File: src/hw/rtl/rffa_pkg.sv
// Package: shared types, constants and helpers for the feed failover arbiter.
`timescale 1ns / 1ps
package rffa_pkg;
    localparam int NUM_FEEDS = 4;
    localparam int FIDX_W = 2;
    localparam int CNT_W = 32;
    localparam logic [CNT_W-1:0] CNT_MAX = '1;

    typedef enum logic [0:0] {
        OP_OBSERVE  = 1'b0,
        OP_EVALUATE = 1'b1
    } op_t;

    typedef enum logic [1:0] {
        TRUST_UNSEEN = 2'd0,
        TRUST_FRESH  = 2'd1,
        TRUST_STALE  = 2'd2
    } trust_t;

    typedef enum logic [1:0] {
        CFG_STALE_THRESHOLD = 2'd0,
        CFG_RECOVERY_HOLD   = 2'd1,
        CFG_PRIMARY_INDEX   = 2'd2,
        CFG_FEEDS_IN_USE    = 2'd3
    } cfg_idx_t;

    // item queued between front and back
    typedef struct packed {
        logic        op;
        logic [1:0]  feed_id;
        logic [63:0] sequence_req;
        logic [47:0] now;
    } item_t;

    localparam int ITEM_W = $bits(item_t);
    localparam int OUT_W = 9 + 5 * CNT_W;

    function automatic logic [CNT_W-1:0] sat_inc(input logic [CNT_W-1:0] v);
        sat_inc = (v == CNT_MAX) ? v : v + CNT_W'(1);
    endfunction
endpackage

File: src/hw/rtl/redundant_feed_failover_arbiter.sv
// Top level: feed failover arbiter with intake queue and engine.
`timescale 1ns / 1ps
// Usage:
//  s_axis: one word per item; tuser is the operation (0 observe, 1 evaluate),
//  tdata packs feed_id, sequence_req and now. m_axis returns one word per
//  item with flags in tuser and active feed plus counters in tdata.
//  cfg: index/data write channel, always ready; write only while idle.
//  Processing: an observe item or a bad feed goes from the queue head through
//  check to done; evaluate goes through check, a scan that visits each feed in
//  use in turn, select and done. The engine takes the next item only when back
//  in idle, after its result is registered; the two-word queue lets the intake
//  keep taking words while the engine works.
//  Reset: asynchronous, clears all feed state, counters and config to
//  defaults; a held result stays in the output register while m_axis_tready
//  is low and the engine then waits with the next result.
module redundant_feed_failover_arbiter
(
    input  logic          clk,
    input  logic          rst_n,
    input  logic          s_axis_tvalid,
    output logic          s_axis_tready,
    input  logic [119:0]  s_axis_tdata,  // feed_id, sequence_req, now, pad
    input  logic          s_axis_tuser,  // operation
    output logic          m_axis_tvalid,
    input  logic          m_axis_tready,
    output logic [167:0]  m_axis_tdata,  // active_valid, active_index, switch,
                                         // untrusted, pstale, recovery, regress
    output logic [5:0]    m_axis_tuser,  // accepted, regressed, bad_feed,
                                         // forward, trust_state
    input  logic          cfg_valid,
    output logic          cfg_ready,
    input  logic [1:0]    cfg_index,
    input  logic [31:0]   cfg_data
);
    rffa_pkg::item_t in_item;
    rffa_pkg::item_t q_item;
    logic q_valid;
    logic q_ready;
    logic [rffa_pkg::OUT_W-1:0] res;

    assign in_item.op           = s_axis_tuser;
    assign in_item.feed_id      = s_axis_tdata[1:0];
    assign in_item.sequence_req = s_axis_tdata[65:2];
    assign in_item.now          = s_axis_tdata[113:66];
    assign cfg_ready = 1'b1;

    rffa_queue u_queue
    (
        .clk(clk), .rst_n(rst_n),
        .in_valid(s_axis_tvalid), .in_ready(s_axis_tready), .in_item(in_item),
        .out_valid(q_valid), .out_ready(q_ready), .out_item(q_item)
    );

    rffa_engine u_engine
    (
        .clk(clk), .rst_n(rst_n),
        .cfg_valid(cfg_valid), .cfg_index(cfg_index), .cfg_data(cfg_data),
        .item_valid(q_valid), .item_ready(q_ready), .item(q_item),
        .res_valid(m_axis_tvalid), .res_ready(m_axis_tready), .res_data(res)
    );

    assign m_axis_tuser = res[5:0];
    assign m_axis_tdata = {5'd0, res[168:6]};

    a_no_both: assert property (@(posedge clk) disable iff (!rst_n)
        m_axis_tvalid |-> !(m_axis_tuser[0] && m_axis_tuser[1]))
        else $error("accepted and regressed together");
    a_idx_zero: assert property (@(posedge clk) disable iff (!rst_n)
        (m_axis_tvalid && !m_axis_tdata[0]) |-> (m_axis_tdata[2:1] == 2'd0))
        else $error("active index set without active feed");
    a_queue_ovf: assert property (@(posedge clk) disable iff (!rst_n)
        (!s_axis_tready) |-> q_valid)
        else $error("queue full while empty");
endmodule

File: src/hw/rtl/rffa_queue.sv
// Module: two-entry item queue between the intake and the arbiter engine.
`timescale 1ns / 1ps
module rffa_queue
(
    input  logic                  clk,
    input  logic                  rst_n,
    input  logic                  in_valid,
    output logic                  in_ready,
    input  rffa_pkg::item_t       in_item,
    output logic                  out_valid,
    input  logic                  out_ready,
    output rffa_pkg::item_t       out_item
);
    rffa_pkg::item_t mem_reg [2];
    logic       wr_ptr_reg, wr_ptr_next;
    logic       rd_ptr_reg, rd_ptr_next;
    logic [1:0] count_reg, count_next;
    logic       push;
    logic       pop;

    assign in_ready  = (count_reg != 2'd2);
    assign out_valid = (count_reg != 2'd0);
    assign out_item  = mem_reg[rd_ptr_reg];
    assign push = in_valid && in_ready;
    assign pop  = out_valid && out_ready;

    always_comb
    begin
        wr_ptr_next = push ? ~wr_ptr_reg : wr_ptr_reg;
        rd_ptr_next = pop ? ~rd_ptr_reg : rd_ptr_reg;
        count_next = count_reg + {1'b0, push} - {1'b0, pop};
    end

    always_ff @(posedge clk)
    begin
        if (push)
        begin
            mem_reg[wr_ptr_reg] <= in_item;
        end
    end

    always_ff @(posedge clk or negedge rst_n)
    begin
        if (!rst_n)
        begin
            wr_ptr_reg <= 1'b0;
            rd_ptr_reg <= 1'b0;
            count_reg  <= 2'd0;
        end
        else
        begin
            wr_ptr_reg <= wr_ptr_next;
            rd_ptr_reg <= rd_ptr_next;
            count_reg  <= count_next;
        end
    end
endmodule

File: src/hw/rtl/rffa_engine.sv
// Module: arbiter engine; applies observe items and walks feeds for evaluate.
`timescale 1ns / 1ps
module rffa_engine
(
    input  logic                               clk,
    input  logic                               rst_n,
    input  logic                               cfg_valid,
    input  logic [1:0]                         cfg_index,
    input  logic [31:0]                        cfg_data,
    input  logic                               item_valid,
    output logic                               item_ready,
    input  rffa_pkg::item_t                    item,
    output logic                               res_valid,
    input  logic                               res_ready,
    output logic [rffa_pkg::OUT_W-1:0]         res_data
);
    localparam int NF = rffa_pkg::NUM_FEEDS;
    localparam int OUT_W_L = rffa_pkg::OUT_W;

    typedef enum logic [4:0] {
        ST_IDLE   = 5'b00001,
        ST_CHECK  = 5'b00010,
        ST_SCAN   = 5'b00100,
        ST_SELECT = 5'b01000,
        ST_DONE   = 5'b10000
    } state_t;

    state_t state_reg, state_next;

    logic [31:0] stale_thr_reg;
    logic [31:0] hold_reg;
    logic [1:0]  prim_reg;
    logic [2:0]  fin_reg;

    logic        seen_reg  [NF];
    logic [63:0] seq_reg   [NF];
    logic [47:0] time_reg  [NF];
    logic [1:0]  trust_reg [NF];
    logic        cur_valid_reg;
    logic [1:0]  cur_index_reg;
    logic        trust_est_reg;
    logic        p_stale_reg;
    logic        rec_valid_reg;
    logic [47:0] rec_time_reg;
    logic [31:0] cnt_reg [5];

    rffa_pkg::item_t it_reg;
    logic [1:0]  scan_reg;
    logic        fresh_reg [NF];
    logic [2:0]  flag_reg;
    logic [OUT_W_L-1:0] out_reg;
    logic        out_valid_reg;

    // live feed count, clamped to 1..NF
    logic [2:0] live;
    always_comb
    begin
        if (fin_reg == 3'd0)
            live = 3'd1;
        else if (fin_reg > 3'(NF))
            live = 3'(NF);
        else
            live = fin_reg;
    end

    // age check against the scanned feed during scan, else the item's feed (used for observe and scan)
    logic [1:0]  sel_idx;
    logic [48:0] age;
    logic        age_neg;
    logic        age_fresh;
    assign sel_idx = (state_reg == ST_SCAN) ? scan_reg : it_reg.feed_id;
    assign age     = {1'b0, it_reg.now} - {1'b0, time_reg[sel_idx]};
    assign age_neg = age[48];
    assign age_fresh = !age_neg && (age[47:0] <= {16'd0, stale_thr_reg});

    logic [48:0] rec_age;
    logic        hold_ok;
    assign rec_age = {1'b0, it_reg.now} - {1'b0, rec_time_reg};
    assign hold_ok = !rec_age[48] && (rec_age[47:0] >= {16'd0, hold_reg});

    logic prim_in;
    logic prim_fresh;
    logic prim_ok;
    logic cur_fresh;
    logic bk_found;
    logic [1:0] bk_idx;
    assign prim_in    = {1'b0, prim_reg} < live;
    assign prim_fresh = prim_in && fresh_reg[prim_reg];
    assign prim_ok    = prim_fresh && (!p_stale_reg || (rec_valid_reg && hold_ok));
    assign cur_fresh  = cur_valid_reg && ({1'b0, cur_index_reg} < live)
                        && fresh_reg[cur_index_reg];
    always_comb
    begin
        bk_found = 1'b0;
        bk_idx = 2'd0;
        for (int i = NF - 1; i >= 0; i--)
        begin
            if (3'(i) < live && 2'(i) != prim_reg && fresh_reg[i])
            begin
                bk_found = 1'b1;
                bk_idx = 2'(i);
            end
        end
    end

    logic       bad;
    logic       is_obs;
    logic       seq_back;
    assign bad      = {1'b0, it_reg.feed_id} >= live;
    assign is_obs   = (it_reg.op == rffa_pkg::OP_OBSERVE);
    assign seq_back = seen_reg[it_reg.feed_id] &&
                      (it_reg.sequence_req <= seq_reg[it_reg.feed_id]);

    assign item_ready = (state_reg == ST_IDLE);
    assign res_valid  = out_valid_reg;
    assign res_data   = out_reg;

    always_comb
    begin
        state_next = state_reg;
        case (state_reg)
            ST_IDLE:   if (item_valid) state_next = ST_CHECK;
            ST_CHECK:
            begin
                if (bad || is_obs)
                    state_next = ST_DONE;
                else
                    state_next = ST_SCAN;
            end
            ST_SCAN:   if ({1'b0, scan_reg} == live - 3'd1) state_next = ST_SELECT;
            ST_SELECT: state_next = ST_DONE;
            ST_DONE:   if (!out_valid_reg || res_ready) state_next = ST_IDLE;
            default:   state_next = ST_IDLE;
        endcase
    end

    always_ff @(posedge clk)
    begin
        if (state_reg == ST_IDLE && item_valid)
            it_reg <= item;
    end

    always_ff @(posedge clk or negedge rst_n)
    begin
        if (!rst_n)
        begin
            state_reg     <= ST_IDLE;
            stale_thr_reg <= 32'd100;
            hold_reg      <= 32'd0;
            prim_reg      <= 2'd0;
            fin_reg       <= 3'd4;
            cur_valid_reg <= 1'b0;
            cur_index_reg <= 2'd0;
            trust_est_reg <= 1'b0;
            p_stale_reg   <= 1'b0;
            rec_valid_reg <= 1'b0;
            rec_time_reg  <= 48'd0;
            scan_reg      <= 2'd0;
            flag_reg      <= 3'd0;
            out_valid_reg <= 1'b0;
            out_reg       <= '0;
            for (int i = 0; i < NF; i++)
            begin
                seen_reg[i]  <= 1'b0;
                trust_reg[i] <= rffa_pkg::TRUST_UNSEEN;
                fresh_reg[i] <= 1'b0;
                seq_reg[i]   <= 64'd0;
                time_reg[i]  <= 48'd0;
            end
            for (int k = 0; k < 5; k++)
                cnt_reg[k] <= 32'd0;
        end
        else
        begin
            state_reg <= state_next;
            if (cfg_valid)
            begin
                case (cfg_index)
                    rffa_pkg::CFG_STALE_THRESHOLD: stale_thr_reg <= cfg_data;
                    rffa_pkg::CFG_RECOVERY_HOLD:   hold_reg <= cfg_data;
                    rffa_pkg::CFG_PRIMARY_INDEX:   prim_reg <= cfg_data[1:0];
                    rffa_pkg::CFG_FEEDS_IN_USE:    fin_reg <= cfg_data[2:0];
                    default: ;
                endcase
            end
            if (state_reg == ST_DONE && (!out_valid_reg || res_ready))
                out_valid_reg <= 1'b1;
            else if (res_ready)
                out_valid_reg <= 1'b0;
            case (state_reg)
                ST_CHECK:
                begin
                    scan_reg <= 2'd0;
                    for (int i = 0; i < NF; i++)
                        fresh_reg[i] <= 1'b0;
                    // flags held here; out_reg may still carry the previous word
                    flag_reg[0] <= !bad && is_obs && !seq_back;
                    flag_reg[1] <= !bad && is_obs && seq_back;
                    flag_reg[2] <= bad;
                    if (!bad && is_obs)
                    begin
                        if (seq_back)
                        begin
                            cnt_reg[4] <= rffa_pkg::sat_inc(cnt_reg[4]);
                        end
                        else
                        begin
                            seen_reg[it_reg.feed_id]  <= 1'b1;
                            seq_reg[it_reg.feed_id]   <= it_reg.sequence_req;
                            time_reg[it_reg.feed_id]  <= it_reg.now;
                            trust_reg[it_reg.feed_id] <= rffa_pkg::TRUST_FRESH;
                            if (it_reg.feed_id == prim_reg && p_stale_reg &&
                                seen_reg[it_reg.feed_id] && !age_fresh)
                            begin
                                rec_valid_reg <= 1'b1;
                                rec_time_reg  <= it_reg.now;
                                cnt_reg[3] <= rffa_pkg::sat_inc(cnt_reg[3]);
                            end
                        end
                    end
                end
                ST_SCAN:
                begin
                    scan_reg <= scan_reg + 2'd1;
                    if (!seen_reg[scan_reg])
                        trust_reg[scan_reg] <= rffa_pkg::TRUST_UNSEEN;
                    else if (age_fresh)
                    begin
                        trust_reg[scan_reg] <= rffa_pkg::TRUST_FRESH;
                        fresh_reg[scan_reg] <= 1'b1;
                    end
                    else if (trust_reg[scan_reg] != rffa_pkg::TRUST_STALE)
                    begin
                        trust_reg[scan_reg] <= rffa_pkg::TRUST_STALE;
                        if (scan_reg == prim_reg)
                        begin
                            cnt_reg[2] <= rffa_pkg::sat_inc(cnt_reg[2]);
                            p_stale_reg <= 1'b1;
                            rec_valid_reg <= 1'b0;
                        end
                    end
                end
                ST_SELECT:
                begin
                    if (!(cur_fresh && (cur_index_reg == prim_reg || !prim_ok)))
                    begin
                        if (prim_ok || bk_found)
                        begin
                            if (!cur_valid_reg ||
                                cur_index_reg != (prim_ok ? prim_reg : bk_idx))
                            begin
                                if (cur_valid_reg)
                                    cnt_reg[0] <= rffa_pkg::sat_inc(cnt_reg[0]);
                                cur_valid_reg <= 1'b1;
                                cur_index_reg <= prim_ok ? prim_reg : bk_idx;
                                trust_est_reg <= 1'b1;
                            end
                        end
                        else if (cur_valid_reg)
                        begin
                            if (trust_est_reg)
                                cnt_reg[1] <= rffa_pkg::sat_inc(cnt_reg[1]);
                            cur_valid_reg <= 1'b0;
                            cur_index_reg <= 2'd0;
                        end
                    end
                end
                ST_DONE:
                begin
                    if (!out_valid_reg || res_ready)
                    begin
                        out_reg[2:0] <= flag_reg;
                        if (!bad && it_reg.op == rffa_pkg::OP_EVALUATE)
                        begin
                            out_reg[3] <= cur_valid_reg &&
                                          cur_index_reg == it_reg.feed_id;
                            out_reg[5:4] <= trust_reg[it_reg.feed_id];
                        end
                        else
                        begin
                            out_reg[3] <= 1'b0;
                            out_reg[5:4] <= rffa_pkg::TRUST_UNSEEN;
                        end
                        out_reg[6] <= cur_valid_reg;
                        out_reg[7] <= cur_valid_reg ? cur_index_reg[0] : 1'b0;
                        out_reg[8] <= cur_valid_reg ? cur_index_reg[1] : 1'b0;
                        out_reg[40:9]    <= cnt_reg[0];
                        out_reg[72:41]   <= cnt_reg[1];
                        out_reg[104:73]  <= cnt_reg[2];
                        out_reg[136:105] <= cnt_reg[3];
                        out_reg[168:137] <= cnt_reg[4];
                    end
                end
                default: ;
            endcase
        end
    end
endmodule
File: config.mk
export PLATFORM = sky130hd
export DESIGN_NAME = redundant_feed_failover_arbiter
export DESIGN_NICKNAME = d
export VERILOG_FILES = /design/src/hw/rtl/rffa_pkg.sv /design/src/hw/rtl/redundant_feed_failover_arbiter.sv /design/src/hw/rtl/rffa_queue.sv /design/src/hw/rtl/rffa_engine.sv
export SDC_FILE = /design/constraint.sdc
export NUM_CORES = 2
export LEC_CHECK = 0
export BUFFER_PORTS_ARGS = -buffer_cell sky130_fd_sc_hd__buf_4
export CORE_MARGIN = 5
export CORE_UTILIZATION = 55
export DETAILED_ROUTE_END_ITERATION = 8
export HOLD_SLACK_MARGIN = 0.06
export PLACE_DENSITY = 0.71
export SETUP_SLACK_MARGIN = 0.3
export SYNTH_ARGS = -nofsm -noshare
export SYNTH_HDL_FRONTEND = slang
export SYNTH_HIERARCHICAL = 1
export SYNTH_SLANG_ARGS = --single-unit
File: constraint.sdc
create_clock -name clk -period 22.2 [get_ports clk]
set_input_delay 3.33 -clock clk [delete_from_list [all_inputs] [get_ports clk]]
set_output_delay 3.33 -clock clk [all_outputs]
set_load 0.01 [all_outputs]
# Word level (Yosys, flattened, before mapping)

Memories as Yosys holds them, arrays and structs flattened. A register that Yosys moved wholly into a read port is not among the register bits.
Cells that the tools add are included.

Flip-flop bits (word level): 931
Memory bits (writable): 230
Input port bits: 160
Word-level logic and storage cells: 297
Memories: 1

Memories:

| name            | words | bits a word | read ports | clocked after Yosys merged registers in | wr ports | line             | text |
|---|---|---|---|---|---|---|---|
| u_queue.mem_reg | 2     | 115         | 1          | 1                                       | 1        | rffa_queue.sv:14 | `rffa_pkg::item_t mem_reg [2];` |

$add $sub $neg: 11
$lt $le $gt $ge: 18
Eq/ne operators: 37
Mux-type cells: 85
Bitwise operators: 30
Reductions and logical operators: 72

Operator list:

| kind                    | count |
|---|---|
| $bwmux W256             | 1 |
| $bwmux W192             | 1 |
| $mux W64                | 3 |
| $add A32 B1 Y32 const B | 5 |
| $eq A32 B32 Y1 const B  | 5 |
| $mux W48                | 3 |
| $bmux W64 S2            | 1 |
| $demux W64 S2           | 1 |
| $sub A48 B48 Y49        | 2 |
| $bmux W48 S2            | 1 |
| $demux W48 S2           | 1 |
| $le A64 B64 Y1          | 1 |
| $ge A48 B32 Y1          | 1 |
| $le A48 B32 Y1          | 1 |
| $mux W8                 | 5 |
| $logic_and A1 B1 Y1     | 30 |
| $mux W2                 | 15 |
| $mux W1                 | 29 |
| $pmux W5 S5             | 1 |
| $mux W5                 | 4 |
| $ne A2 B2 Y1 const B    | 10 |
| $or A4 B4 Y4            | 5 |
| $reduce_and A4 Y1       | 5 |
| $reduce_and A6 Y1       | 3 |
| 50 further kinds        | 119 |

# Longest topological paths before layout

Depth in word-level cells: 15
Gate-level depth with buffers: 34
Mapped depth without buffers: 30

# By module

The synthesis kept the hierarchy.

By module, submodules not included:

| module                          | instances | cells an instance | area an instance (sq um) | sequential area each (sq um) |
|---|---|---|---|---|
| rffa_engine                     | 1         | 4,225             | 52,068.7                 | 26,656.8 |
| rffa_queue                      | 1         | 375               | 8,650.8                  | 7,006.7 |
| redundant_feed_failover_arbiter | 1         | 8                 | 52.6                     | 0.0 |

# Worst setup path after synthesis

OpenSTA, ideal clock, no wires.

Path type: input -> register
Start point: input port s_axis_tvalid
End point: memory u_queue/mem_reg[0][0] (netlist name) (enable)
Library setup time: 0.590 ns
Data arrival time: 8.208 ns
Required time: 21.610 ns
Slack: 13.402 ns
Cell stages on the path: 2
Buffers on the path: 0
Cell sequence: nand2_1 nor2_1

Word-level cells in the longest chain between the ends: 3

Ends and longest elaborated chain:

| what                          | line                                  | text |
|---|---|---|
| start, declared               | redundant_feed_failover_arbiter.sv:20 | `input logic s_axis_tvalid,` |
| $logic_and A1 B1 Y1           | rffa_queue.sv:24                      | `assign push = in_valid && in_ready;` |
| $mux W1                       | rffa_queue.sv:36                      | `if (push)` |
| $mux W1 (not written as such) | rffa_queue.sv:38                      | `mem_reg[wr_ptr_reg] <= in_item;` |
| end, declared                 | rffa_queue.sv:14                      |  |

No other way between the ends.

# Final worst setup path

Start point: register u_engine.state_reg[1]
End point: register u_engine/cnt_reg[65] (netlist name)

Word-level cells in the longest chain between the ends: 11
Elaborated cells between the ends (all ways): 12
Those cells by class: 1 x add/sub; 1 x order compare; 1 x eq/ne; 4 x mux; 2 x bitwise; 3 x reduce/logical

Ends and longest elaborated chain:

| what                                                      | line                                  | text |
|---|---|---|
| start, declared                                           | rffa_engine.sv:28                     | `state_t state_reg, state_next;` |
| start signal, assigned                                    | rffa_engine.sv:175                    | `state_reg <= state_next;` |
| $eq A5 B3 Y1 (*)                                          | rffa_engine.sv:71, rffa_engine.sv:190 |  |
| $mux W2                                                   | rffa_engine.sv:71                     | `assign sel_idx = (state_reg == ST_SCAN) ? scan_reg : it_reg.feed_id;` |
| $not A2 Y3 (not written as such)                          | rffa_engine.sv:72                     | `assign age = {1'b0, it_reg.now} - {1'b0, time_reg[sel_idx]};` |
| $bmux W48 S2                                              | rffa_engine.sv:72                     |  |
| $mux W48 (not written as such) (2 in a row)               | rffa_engine.sv:72                     |  |
| $sub A48 B48 Y49                                          | rffa_engine.sv:72                     |  |
| $le A48 B32 Y1 / $logic_not A1 Y1 (equally long branches) | rffa_engine.sv:74                     | `assign age_fresh = !age_neg && (age[47:0] <= {16'd0, stale_thr_reg});` |
| $logic_and A1 B1 Y1                                       | rffa_engine.sv:74                     |  |
| $not A1 Y1 (no line)                                      | --                                    |  |
| $reduce_and A6 Y1 (no line) (*)                           | --                                    |  |
| end, declared                                             | rffa_engine.sv:45                     | `logic [31:0] cnt_reg [5];` |

Mark *: on every way between the ends. The rest lies on a longest branch, timed or not. The select of a mux whose other input is x is not followed.
A chain may end at the register's enable or synchronous reset.

==> flow_summary.yaml <==
finish:
  post-route-cell-area_um2: 69300
  drive_above_1_share: 0.310
  nets: 5327
  largest_reg_flops: 256
  areaGrowthSynthToFinish_pct: 14.1
yosys:
  synth-seq-area-share: 0.554
  syn_area_um2: 60800
  synth_area_leaders: "dfrtp_1 (38%), edfxtp_1 (17%), mux2_2 (14%), ha_1 (4.9%), mux4_2 (4.4%)"
  ys_ff_latch: 1276
  yosys.cell_types.count: 95
  synth_warnings: 6
  synth_flop_cell: "dfrtp_1"
  syn_avg_cell_area_um2: 13.2
  async_reset_ff_frac: 0.730
  synth_edf_count: 345
  syn_inst: 4608
  synth_top_cell_by_area: "dfrtp_1"
  synth_top_area_frac: 0.381
detailed_routing:
  avgViaCountPerCell: 5.65
  drt-initial-drc-count: 2224
  wl_um: 131000
  vias: 36900
  first_pass_iters: 5
  drcViolationCount: 0
  ant_nets: 0
  wl_per_cell_um: 20.1
critical_path:
  crit_type: "reg2reg"
  crit_required_ps: 22810
  r2r_cells: 33
  r2r_slack_ps: 12580
  cp-start-kind: "register"
  cp_max_fo: 32
  reg2reg_to: "u_engine/cnt_reg[65]$_DFFE_PN0P_"
  arrival_ps: 10230
  endpoint_kind: "register"
  rr_startpoint: "u_engine/state_reg[1]$_DFFE_PN0P_"
  slowest_delay_ps: 620
  critPathSlowestCell: "mux4_2"
job:
  max_cap_violations: 0
sta:
  finalHoldViolations: 0
  tightest_slew_ps: 1160
  slew_headroom: 0.227
  setup_violations: 0
  fmax_ghz: 0.104
  period_minus_slack_ps: 9620
  rsz0062_at_grt: "false"
  finalSetupTns_ps: 0
  slew_violations: 0
  whs_ps: 466
  period_share: 0.433
  fin_skew_ps: 29.6
global_routing:
  grt_usage: 0.225
  grt_pass1_vias: 37700
  grt_pass1_wl_um: 211000
  antenna_found_initial: 13
  overflow: 0
  grt_max_degree: 191
clock_network:
  clk_pin_slew_ps: 60
  cts-buffers-inserted: 135
  ctsLongestPathBuffers: 3
  h-tree-depth: 4
  cts_tree: "yes"
  cts_sinks: 1276
  cts_setup_buffers: 0
  insertion_delay_ps: 740
  cts-root-buf: "clkbuf_16"
  cts_resized: 0
  postCtsHoldBufs: 0
place:
  gp_congestion: 0.873
  io_buffers: 324
  dpl_cell_area_um2: 64700
  dpl.hpwl_um: 89100
pwr:
  vdd_drop_max_mv: 0.0817
  swShare: 0.357
  p_clk_frac: 0.245
  p_int_uw: 5960
  switchingPower_uw: 3310
  powerDensity_nw_per_um2: 134
  leakagePower_uw: 0.0310
  seqPwrFrac: 0.364
  p_comb_frac: 0.391
  power_uw: 9270
min_path:
  hp-start: "u_engine/trust_est_reg$_DFFE_PN0P_"
  hold_path_end: "u_engine/trust_est_reg$_DFFE_PN0P_"
  hold_path_class: "reg2reg"
  min_path_cells: 2
die:
  ios: 337
  die_y_um: 342
  core_um2: 110000
  rows: 122
  die_x_um: 342
  start_util: 0.551
  die_area_um2: 117000
outcome:
  status: "completed"
## area by class of cell
class	instances	area [um^2]
fill	8482	40900
sequential	1276	33700
multi-input combinational	2851	25300
clock buffer	188	3850
timing repair buffer	365	2840
tap	1488	1860
inverter	296	1110
clock inverter	63	721
antenna	11	27.5
## synthesized netlist by cell type (12+ instances only)
master    count
mux2_4       40
ha_1        240
nor2_1      149
a31oi_1      17
buf_1        20
xnor2_1     154
a21oi_1     169
a21o_1       82
nand3_1      93
o21ai_0     140
and2_1       18
buf_4        12
o21a_1       25
mux2i_1      12
inv_1       295
and3_1       42
a211oi_1     18
nor3_1       58
mux2_2      761
nand2b_1     17
dfrtp_1     926
nand4_1      92
edfxtp_1    345
o21bai_1     19
xor2_1       88
nor2b_1      16
or2_2        19
nor4_1       24
nand2_1     241
mux4_2      118
buf_2        25
clkbuf_1    124
## placed cells by master, fill, tap and decap left out, drive strengths merged, types with 16 or more instances in the layout
cell	count
dfrtp	926
nand3	96
clkinv	41
o21a	25
o21ai	153
nor2b	16
inv	301
nor2	149
a211oi	20
nand4	92
a31oi	18
nor3	62
nor4	29
nand2	242
a21oi	170
and3	42
ha	240
o21bai	19
clkbuf	188
nand2b	17
xnor2	154
xor2	88
a21o	82
buf	365
and2	18
mux2	803
edfxtp	345
mux4	118
or2	20
## layer usage
| layer | GRT usage | part of all wire | up-vias |
|---|---|---|---|
| met5 | 0 | 0.00020 | - |
| met4 | 0.0650 | 0.024 | 4 |
| met3 | 0.0376 | 0.042 | 172 |
| met2 | 0.364 | 0.47 | 702 |
| met1 | 0.318 | 0.46 | 18600 |
| li1 | - | - | 17400 |
## power groups by stage
| stage | logic, uW | clock network, uW | registers (uW) |
|---|---|---|---|
| global placement | 3570 | 0 | 3380 |
| CTS | 3650 | 2330 | 3360 |
| detailed placement | 3620 | 0 | 3400 |
| global route | 4060 | 2430 | 3430 |
| floorplan | 2760 | 0 | 3270 |
| finish | 3620 | 2270 | 3370 |
## critical path, delay by kind of cell (launching register included)
kind	cells	cell delay, ps
buffers and inverters	4	1610
adder cells (fa/ha/maj)	3	860
AO/OA/AOI/OAI	13	2620
XOR/XNOR	1	220
flip-flops	1	430
AND/OR/NAND/NOR	9	2470
multiplexers	3	1240
## how the worst max path moves through the flow
stage / from / endpoint / slack, ps / cells after the start
CTS: u_engine/state_reg[1]$_DFFE_PN0P_ / u_engine/cnt_reg[65]$_DFFE_PN0P_ / 12420 / 33
global placement: u_engine/state_reg[1]$_DFFE_PN0P_ / u_engine/cnt_reg[65]$_DFFE_PN0P_ / 12530 / 33
global route: u_engine/state_reg[1]$_DFFE_PN0P_ / u_engine/cnt_reg[65]$_DFFE_PN0P_ / 11910 / 33
floorplan: s_axis_tvalid / u_queue/mem_reg[0][0]$_DFFE_PP_ / 13400 / 2
finish: u_engine/state_reg[1]$_DFFE_PN0P_ / u_engine/cnt_reg[65]$_DFFE_PN0P_ / 12580 / 33
detailed placement: u_engine/state_reg[1]$_DFFE_PN0P_ / u_engine/cnt_reg[65]$_DFFE_PN0P_ / 12490 / 33
## kinds of logic (layout without fill, tap and decap cells)
logic type | count (synthesis) | count (layout) | share of synthesized area
fa+ha+maj | 242 | 242 | 0.0501
flops | 1276 | 1276 | 0.554
mux | 933 | 933 | 0.197
simple gates | 828 | 828 | 0.0686
buf+inv | 485 | 912 | 0.0320
compound gates | 600 | 600 | 0.0634
xor+xnor | 242 | 242 | 0.0349
other cells | 2 | 17 | 0.000124
## metrics by stage
step / utilization / setup slack, ps / cells
after floorplan: - / 13400 / 4612
after global placement: 0.587 / 12530 / 6276
after detailed placement: 0.587 / 12490 / 6276
after CTS: 0.629 / 12420 / 6527
after global routing: 0.629 / 11910 / 6534
final: 0.629 / 12580 / 6538
No activity file was read; power rests on OpenSTA's default activity.
